### config.mk
export PLATFORM = sky130hd
export DESIGN_NAME = sweeping_dot_brightness_unit
export DESIGN_NICKNAME = d
export VERILOG_FILES = /design/src/rtl/swdot_pkg.sv /design/src/rtl/swdot_mul.sv /design/src/rtl/sweeping_dot_brightness_unit.sv
export SDC_FILE = /design/constraint.sdc
export NUM_CORES = 2
export LEC_CHECK = 0
export CORE_ASPECT_RATIO = 0.8
export CORE_MARGIN = 1
export CORE_UTILIZATION = 37
export CTS_BUF_LIST = sky130_fd_sc_hd__clkbuf_8
export DETAILED_ROUTE_END_ITERATION = 10
export DONT_BUFFER_PORTS = 1
export PLACE_DENSITY = 0.64
export SLEW_MARGIN = 20
export SYNTH_ARGS = -nofsm -noshare
export SYNTH_HDL_FRONTEND = slang
export SYNTH_SLANG_ARGS = --single-unit
### constraint.sdc
create_clock -name clk -period 8.4 [get_ports clk]
set_input_delay 0.84 -clock clk [delete_from_list [all_inputs] [get_ports clk]]
set_output_delay 0.84 -clock clk [all_outputs]
set_load 0.005 [all_outputs]
### src/rtl/swdot_pkg.sv
package swdot_pkg;

  // Field widths.
  localparam int TIME_W  = 32;
  localparam int SPEED_W = 24;
  localparam int POS_W   = 17;
  localparam int FRAC_W  = 16;
  localparam int PROD_W  = TIME_W + SPEED_W;

  // Fixed-point constants with 16 fraction bits (Q1.16 and Q2.16).
  localparam logic [POS_W-1:0] ONE_Q16 = 17'd65536;
  localparam logic [POS_W:0]   TWO_Q16 = 18'd131072;

  // Sequencer states, one-hot.
  typedef enum logic [6:0] {
    ST_IDLE  = 7'b0000001,
    ST_MUL   = 7'b0000010,
    ST_PHASE = 7'b0000100,
    ST_SQ1   = 7'b0001000,
    ST_SQ2   = 7'b0010000,
    ST_SQ3   = 7'b0100000,
    ST_OUT   = 7'b1000000
  } state_t;

endpackage

### src/rtl/swdot_mul.sv
module swdot_mul (
  input  logic                                       clk,
  input  logic                                       en,
  input  logic signed [swdot_pkg::TIME_W-1:0]        a,
  input  logic signed [swdot_pkg::SPEED_W-1:0]       b,
  output logic signed [swdot_pkg::PROD_W-1:0]        prod
);

  logic signed [swdot_pkg::PROD_W-1:0] prod_r;

  // Shared signed multiplier with a registered product.
  always_ff @(posedge clk) begin
    if (en) begin
      prod_r <= swdot_pkg::PROD_W'(a) * swdot_pkg::PROD_W'(b);
    end
  end

  assign prod = prod_r;

endmodule

### src/rtl/sweeping_dot_brightness_unit.sv
// Channel  | Direction | Ports
// ---------+-----------+------------------------------------------------------
// in       | input     | in_valid, in_stall, in_current_time, in_speed_ratio,
//          |           | in_led_position
// out      | output    | out_valid, out_stall, out_brightness
// cfg      | input     | cfg_we, cfg_wdata (rotate mode)
//
// A word passes from acceptance to the result register through MUL, PHASE,
// SQ1, SQ2, SQ3 and OUT: the shared multiplier runs four times (speed
// product, three squarings), with PHASE between for the phase update and the
// dot distance. The next word is taken in IDLE once the last has left OUT, even
// while that result is stalled; a stalled result holds the block in OUT.
// Synchronous active-low reset clears the time, the phase and rotate mode.
module sweeping_dot_brightness_unit (
  input  logic                                   clk,
  input  logic                                   rst_n,
  input  logic                                   cfg_we,
  input  logic                                   cfg_wdata,
  input  logic                                   in_valid,
  output logic                                   in_stall,
  input  logic [swdot_pkg::TIME_W-1:0]           in_current_time,
  input  logic signed [swdot_pkg::SPEED_W-1:0]   in_speed_ratio,
  input  logic [swdot_pkg::POS_W-1:0]            in_led_position,
  output logic                                   out_valid,
  input  logic                                   out_stall,
  output logic [swdot_pkg::POS_W-1:0]            out_brightness
);

  swdot_pkg::state_t state_r, state_nxt;

  logic                                  rotate_mode_r;
  logic [swdot_pkg::TIME_W-1:0]          last_time_r;
  logic [swdot_pkg::FRAC_W-1:0]          phase_r, phase_nxt;
  logic [swdot_pkg::TIME_W-1:0]          diff_r;
  logic signed [swdot_pkg::SPEED_W-1:0]  spd_r;
  logic [swdot_pkg::POS_W-1:0]           led_r;
  logic [swdot_pkg::POS_W-1:0]           v_r, v_nxt;
  logic                                  out_valid_r;
  logic [swdot_pkg::POS_W-1:0]           out_brightness_r;

  logic                                  accept;
  logic                                  out_free;
  logic                                  mul_en;
  logic                                  sq_sel;
  logic [swdot_pkg::POS_W-1:0]           sq_src;
  logic signed [swdot_pkg::TIME_W-1:0]   mul_a;
  logic signed [swdot_pkg::SPEED_W-1:0]  mul_b;
  logic signed [swdot_pkg::PROD_W-1:0]   prod;
  logic [swdot_pkg::POS_W-1:0]           sq_val;

  logic [swdot_pkg::POS_W-1:0]           p2;
  logic [swdot_pkg::POS_W-1:0]           pos;
  logic [swdot_pkg::POS_W-1:0]           led_offset;
  logic [swdot_pkg::POS_W-1:0]           fold;

  assign in_stall       = (state_r != swdot_pkg::ST_IDLE);
  assign accept         = in_valid && !in_stall;
  assign out_free       = !out_valid_r || !out_stall;
  assign out_valid      = out_valid_r;
  assign out_brightness = out_brightness_r;

  // Squared value in Q1.16 taken from the product register.
  assign sq_val = prod[swdot_pkg::FRAC_W + swdot_pkg::POS_W - 1:swdot_pkg::FRAC_W];

  // Operand selection for the shared multiplier.
  assign sq_sel = (state_r == swdot_pkg::ST_SQ1) || (state_r == swdot_pkg::ST_SQ2) ||
                  (state_r == swdot_pkg::ST_SQ3);
  assign sq_src = (state_r == swdot_pkg::ST_SQ1) ? v_r : sq_val;
  assign mul_a  = sq_sel ? swdot_pkg::TIME_W'(sq_src) : diff_r;
  assign mul_b  = sq_sel ? swdot_pkg::SPEED_W'(sq_src) : spd_r;
  assign mul_en = (state_r == swdot_pkg::ST_MUL) || sq_sel;

  swdot_mul u_mul (
    .clk  (clk),
    .en   (mul_en),
    .a    (mul_a),
    .b    (mul_b),
    .prod (prod)
  );

  // Phase update and distance of the dot from this LED.
  always_comb begin
    phase_nxt = phase_r + prod[2*swdot_pkg::FRAC_W-1:swdot_pkg::FRAC_W];
    p2        = {phase_nxt, 1'b0};
    if (rotate_mode_r) begin
      pos = swdot_pkg::POS_W'(phase_nxt);
    end else if (p2[swdot_pkg::POS_W-1]) begin
      pos = swdot_pkg::POS_W'(swdot_pkg::TWO_Q16 - {1'b0, p2});
    end else begin
      pos = p2;
    end
    led_offset = (pos >= led_r) ? pos - led_r : led_r - pos;
    if (led_offset <= swdot_pkg::ONE_Q16) begin
      fold = swdot_pkg::ONE_Q16 - led_offset;
    end else begin
      fold = led_offset - swdot_pkg::ONE_Q16;
    end
    v_nxt = (fold > swdot_pkg::ONE_Q16) ? swdot_pkg::ONE_Q16 : fold;
  end

  // Sequencer.
  always_comb begin
    state_nxt = state_r;
    case (state_r)
      swdot_pkg::ST_IDLE:  if (accept) state_nxt = swdot_pkg::ST_MUL;
      swdot_pkg::ST_MUL:   state_nxt = swdot_pkg::ST_PHASE;
      swdot_pkg::ST_PHASE: state_nxt = swdot_pkg::ST_SQ1;
      swdot_pkg::ST_SQ1:   state_nxt = swdot_pkg::ST_SQ2;
      swdot_pkg::ST_SQ2:   state_nxt = swdot_pkg::ST_SQ3;
      swdot_pkg::ST_SQ3:   state_nxt = swdot_pkg::ST_OUT;
      swdot_pkg::ST_OUT:   if (out_free) state_nxt = swdot_pkg::ST_IDLE;
      default:             state_nxt = swdot_pkg::ST_IDLE;
    endcase
  end

  // Control and state registers.
  always_ff @(posedge clk) begin
    if (!rst_n) begin
      state_r       <= swdot_pkg::ST_IDLE;
      rotate_mode_r <= 1'b0;
      last_time_r   <= '0;
      phase_r       <= '0;
      out_valid_r   <= 1'b0;
    end else begin
      state_r <= state_nxt;
      if (cfg_we) begin
        rotate_mode_r <= cfg_wdata;
      end
      if (accept) begin
        last_time_r <= in_current_time;
      end
      if (state_r == swdot_pkg::ST_PHASE) begin
        phase_r <= phase_nxt;
      end
      if (state_r == swdot_pkg::ST_OUT && out_free) begin
        out_valid_r <= 1'b1;
      end else if (!out_stall) begin
        out_valid_r <= 1'b0;
      end
    end
  end

  // Payload registers.
  always_ff @(posedge clk) begin
    if (accept) begin
      diff_r <= in_current_time - last_time_r;
      spd_r  <= in_speed_ratio;
      led_r  <= in_led_position;
    end
    if (state_r == swdot_pkg::ST_PHASE) begin
      v_r <= v_nxt;
    end
    if (state_r == swdot_pkg::ST_OUT && out_free) begin
      out_brightness_r <= sq_val;
    end
  end

endmodule
# After elaboration in Yosys (flattened, before gate mapping)
# Index checks and enable logic that the tools add are counted.
[word_totals] regBits=197 latch_bits=0 ram_bits=0 rom_bits=0 input_bits=79 out_inout_bits=19 memories=0
[classes] add_sub_neg=7 n_mul=1 div=0 n_lt_le_gt_ge=3 eq_ne=11 shift=0 muxes=12 n_bitwise=0 reduce_logical=10
[op_table] op="17-bit two-way mux" n=5
[op_table] op="7-bit case mux with 7 select lines" n=1
[op_table] op="17-bit subtractor" n=2
[op_table] op="32-bit by 24-bit multiplier with 33-bit output" n=1
[op_table] op="32-bit two-way mux" n=1
[op_table] op="32-bit subtractor" n=1
[op_table] op="24-bit two-way mux" n=1
[op_table] op="17-bit greater-or-equal comparator" n=1
[op_table] op="17-bit greater-than comparator, second input constant" n=1
[op_table] op="17-bit less-or-equal comparator, second input constant" n=1
[op_table] op="1-bit by 17-bit subtractor with 17-bit output, first input constant" n=1
[op_table] op="17-bit subtractor, first input constant" n=1
[op_table] op="17-bit subtractor, second input constant" n=1
[op_table] op="16-bit adder" n=1
[op_table] op="7-bit two-way mux" n=2
[op_table] op="7-bit by 1-bit == test with 1-bit output, second input constant" n=1
[op_table] op="7-bit by 2-bit == test with 1-bit output, second input constant" n=1
[op_table] op="7-bit by 3-bit == test with 1-bit output, second input constant" n=1
[op_table] op="7-bit by 4-bit == test with 1-bit output, second input constant" n=1
[op_table] op="7-bit by 5-bit == test with 1-bit output, second input constant" n=1
[op_table] op="7-bit by 6-bit == test with 1-bit output, second input constant" n=1
[op_table] op="7-bit == test, second input constant" n=1
[op_table] op="7-bit by 1-bit != test with 1-bit output, second input constant" n=1
[op_table] op="1-bit logical OR" n=4
[op_table] op="6 further kinds" n=11

# Logic depth before layout (Yosys ltp)
[logic_depth] word_depth=9 depth_mapped=37

# Hierarchy
# From an unflattened synthesis, not the netlist that was laid out.
[hier_totals] hier_cells=4350 hier_area_um2=40739.1
[modules_own_cells] module="swdot_mul" instances=1 cells_each=3019 area_per_inst_um2=28748.8
[modules_own_cells] module="sweeping_dot_brightness_unit" instances=1 cells_each=1331 area_per_inst_um2=11990.2

# Worst setup path before layout
# OpenSTA, ideal clock, no wires.
[synth_path] kind="register -> register" from="register state_r[3]" to="register u_mul.prod_r (netlist bit u_mul.prod[32]), data pin" arrival_time_ns=8.729 t_required_ns=8.142 setup_slack_ns=-0.587 stages_incl_launch_ff=34 path_buffers=3 path_cell_list="dfxtp_1 nor3b_1 o21bai_1 and2_1 clkbuf_1 clkbuf_1 nand3_1 o21ai_0 clkbuf_1 nor2_1 fa_1 inv_1 fa_1 inv_1 fa_1 ha_1 fa_1 inv_1 fa_1 fa_1 inv_1 ha_1 nand2_1 or4_1 o31ai_1 o211ai_1 and3_1 nor4_1 nor2_1 a2111oi_0 o21a_1 o21a_1 nor2_1 xnor2_1"
[synth_between] elab_chain_cells=5
[synth_lines] element="start: declaration" line="sweeping_dot_brightness_unit.sv:29" source="swdot_pkg::state_t state_r, state_nxt;"
[synth_lines] element="start signal: assignment" line="sweeping_dot_brightness_unit.sv:119" source="state_r <= swdot_pkg::ST_IDLE;"
[synth_lines] element="start signal: assignment" line="sweeping_dot_brightness_unit.sv:125" source="state_r <= state_nxt;"
[synth_lines] element="7-bit by 4-bit == test with 1-bit output / 7-bit by 5-bit == test with 1-bit output (equally long branches)" line="sweeping_dot_brightness_unit.sv:66, sweeping_dot_brightness_unit.sv:68"
[synth_lines] element="1-bit logical OR (2 in a row)" line="sweeping_dot_brightness_unit.sv:66" source="assign sq_sel = (state_r == swdot_pkg::ST_SQ1) || (state_r == swdot_pkg::ST_SQ2) ||"
[synth_lines] element="32-bit two-way mux / 24-bit two-way mux (equally long branches)" line="sweeping_dot_brightness_unit.sv:69, sweeping_dot_brightness_unit.sv:70"
[synth_lines] element="32-bit by 24-bit multiplier with 33-bit output *" line="swdot_mul.sv:14" source="prod_r <= swdot_pkg::PROD_W'(a) * swdot_pkg::PROD_W'(b);"
[synth_lines] element="end signal: assignment" line="swdot_mul.sv:14"
[synth_lines] element="end: declaration" line="swdot_mul.sv:9" source="logic signed [swdot_pkg::PROD_W-1:0] prod_r;"
# Mark *: on every way between the ends. The rest lies on a longest branch, timed or not.
# A chain may end at the register's enable or synchronous reset.

# Worst setup path after layout
[layout_path] from="register state_r[0]" to="register u_mul.prod_r (netlist bit u_mul.prod[29]), data pin"
# Same word-level chain as after synthesis.

==> reports/metrics.yaml <==
final_layout:
  post-route-util_pct: 43.3
  instances_no_fill: 4131
  nets: 3873
  diodes: 0
  area_delta_synth_final_pct: 15.0
  drive_gt1_share_pct: 15.3
cts:
  h-tree-depth: 4
  cts-root-buf: "clkbuf_8"
  clk_pin_slew_ns: 0.12
  clockBufferDepth: 2
  cts-hold-fix-buffers: 0
  cts_tree: "built"
  numCtsBuffers: 17
  clock-sinks: 181
  clk_latency_ns: 0.50
sta:
  tightest_slew_ns: 0.878
  finalClockSkew_ns: 0.0236
  setup_violations: 3
  fin_crit_ns: 8.54
  tns_ns: -0.328
  max_freq_mhz: 117
  rsz0062_at_grt: "true"
  drv_slew: 0
  period_share_pct: 102
  relSlewSlack_pct: 40.7
  fin_ws_ns: -0.144
  finalHoldViolCount: 0
routing:
  met1Wirelength_mm: 36.6
  postRouteAntennaNets: 0
  route.detailed.drc: 0
  wire_per_inst_um: 19.4
  met2_length_mm: 33.8
  top_layer_used: "met5"
  drt_iter0_markers: 1901
  first_pass_iters: 6
  routed_wirelength_mm: 80.1
  routed-via-count: 21700
  wl_met3_mm: 8.23
  via_per_inst: 5.26
logic_synthesis:
  syn_area_um2: 26700
  synth_cells: 2995
  seq_area_frac_synth_pct: 18.2
  avgSynthCellArea_um2: 8.91
  synth_area_leaders: "fa_1 (31%), edfxtp_1 (14%), ha_1 (9.2%)"
  synth_top_cell_by_area: "fa_1"
  synthTopCellsByCount: "inv_1 (550), fa_1 (414), nand2_1 (333)"
  yosys.cell_types.count: 81
  ys_ff_latch: 181
  synth_fp_nets: 3684
  async_reset_ff_share_pct: 0
  yosys.area.top_type_share_pct: 31.1
  yosys_warnings: 0
  synth_most_common_cell: "inv_1"
  synth_edf_count: 124
  synth_flop_cell: "edfxtp_1"
run_status:
  status: "finished, violations left"
  violations: "negative setup slack"
global_routing:
  grt_pass1_wl_mm: 125
  grt_pass1_vias: 21600
  track_usage_pct: 22.2
  grt_start_max_net_pins: 71
  antenna_found_initial: 7
  grt_overflow: 0
floorplan:
  die_area_um2: 73200
  die_h_um: 242
  initial_core_util_pct: 37.6
  core_area_um2: 70900
  ioPinCount: 98
  num_rows: 87
  die_w_um: 302
setup_path:
  cp-start-kind: "flip-flop"
  cp.depth: 34
  critPathBufInv: 8
  worst_r2r_path_depth: 34
  critPathArrivalTime_ns: 8.78
  slowest_delay_ns: 0.52
  cp_max_fo: 7
  crit_path_frequent_cell: "fa_1"
  crit_family: "adder cells"
  path_class: "reg -> reg"
  worst_setup_path_end_kind: "flip-flop"
  r2r_setup_slack_ns: -0.14
  crit_path_top_delay_cell: "or4_4"
  cp_data_required_time_ns: 8.64
place:
  hpwlAfterDp_mm: 66.4
  dp.cells: 4062
  place.gp.congestion: 0.974
  portBuffers: 0
  place_ws_ns: -0.416
worst_hold_path:
  whs_path_depth: 0
  hold_class: "in -> reg"
job:
  max_cap_viol_count: 0
==> routing by layer <==
| metal | GRT usage (%) | up-vias |
|---|---|---|
| met5 | 0 | - |
| met4 | 4.16 | 10 |
| met3 | 5.38 | 116 |
| met2 | 32.6 | 897 |
| met1 | 32.9 | 10700 |
| li1 | - | 9951 |
==> cell type report <==
class,count,area [um^2]
Clock buffer,17,234
Timing Repair Buffer,301,2390
Fill cell,6857,40200
Multi-Input combinational cell,2132,19800
Tap cell,934,1170
Inverter,551,2070
Clock inverter,15,166
Sequential cell,181,4870
==> sequential cells by signal (all words and copies together) (netlist names) <==
| name | count |
|---|---|
| diff_r | 32 |
| last_time_r | 32 |
| led_r | 17 |
| out_brightness | 17 |
| out_valid | 1 |
| phase_r | 16 |
| rotate_mode_r | 1 |
| spd_r | 24 |
| state_r | 7 |
| u_mul.prod | 17 |
| v_r | 17 |
==> cell usage in the layout, fill, tap and decap left out, types with 11 or more instances in the layout <==
cell	instances
a21o_1	31
nor2b_1	18
o211ai_1	12
xnor2_1	88
o21ai_1	15
nand2b_1	19
edfxtp_1	124
o21a_1	49
or3_1	11
o21ai_0	48
a21oi_1	96
xor2_1	26
o21ai_2	11
a31oi_1	11
or2_2	14
dfxtp_1	56
o21bai_1	14
and2_1	24
ha_1	186
buf_4	279
o22ai_1	16
nand3_1	60
clkbuf_8	17
buf_6	14
inv_1	541
nor3_1	32
nand2_1	329
fa_1	405
nor2_1	267
and3_1	125
nor2_2	13
==> worst paths after layout <==
| check | startpoint | end |
|---|---|---|
| setup reg to reg | state_r[0]$_SDFFE_PN1P_ | u_mul.prod[29]$_DFFE_PP_ |
| hold / removal | in_speed_ratio[21] | spd_r[21]$_DFFE_PP_ |
| hold reg to reg | last_time_r[25]$_SDFFE_PN0P_ | last_time_r[25]$_SDFFE_PN0P_ |
| setup / recovery | state_r[0]$_SDFFE_PN1P_ | u_mul.prod[29]$_DFFE_PP_ |
==> stage by stage <==
step	hold WS [ns]	area, um^2
after floorplan	0.427	26800
after global placement	0.442	29400
after detailed placement	0.447	29400
final	0.428	30700
after CTS	0.387	30300
after global routing	0.395	30700
==> logic make-up (layout without fill, tap and decap cells) <==
logic type	after synthesis	in the layout	synth area share [%]
DFF	181	181	18.2
xor gates and xnor gates	115	115	3.78
buffers and inverters	682	884	9.73
AOI/OAI and AO/OA	405	405	9.96
and+or+nand+nor	993	993	17.7
muxes	9	9	0.352
adders and majority gates	610	610	40.3
==> timing repair <==
action	CTS	global route
pin swaps	51	41
gates cloned	1	0
setup endpoints to repair	9	12
setup buffers	20	18
resized for setup	83	72
Power is left out: the tool's default activity adds up to more than one toggle a clock period on the data nets, which glitch-free logic cannot reach.
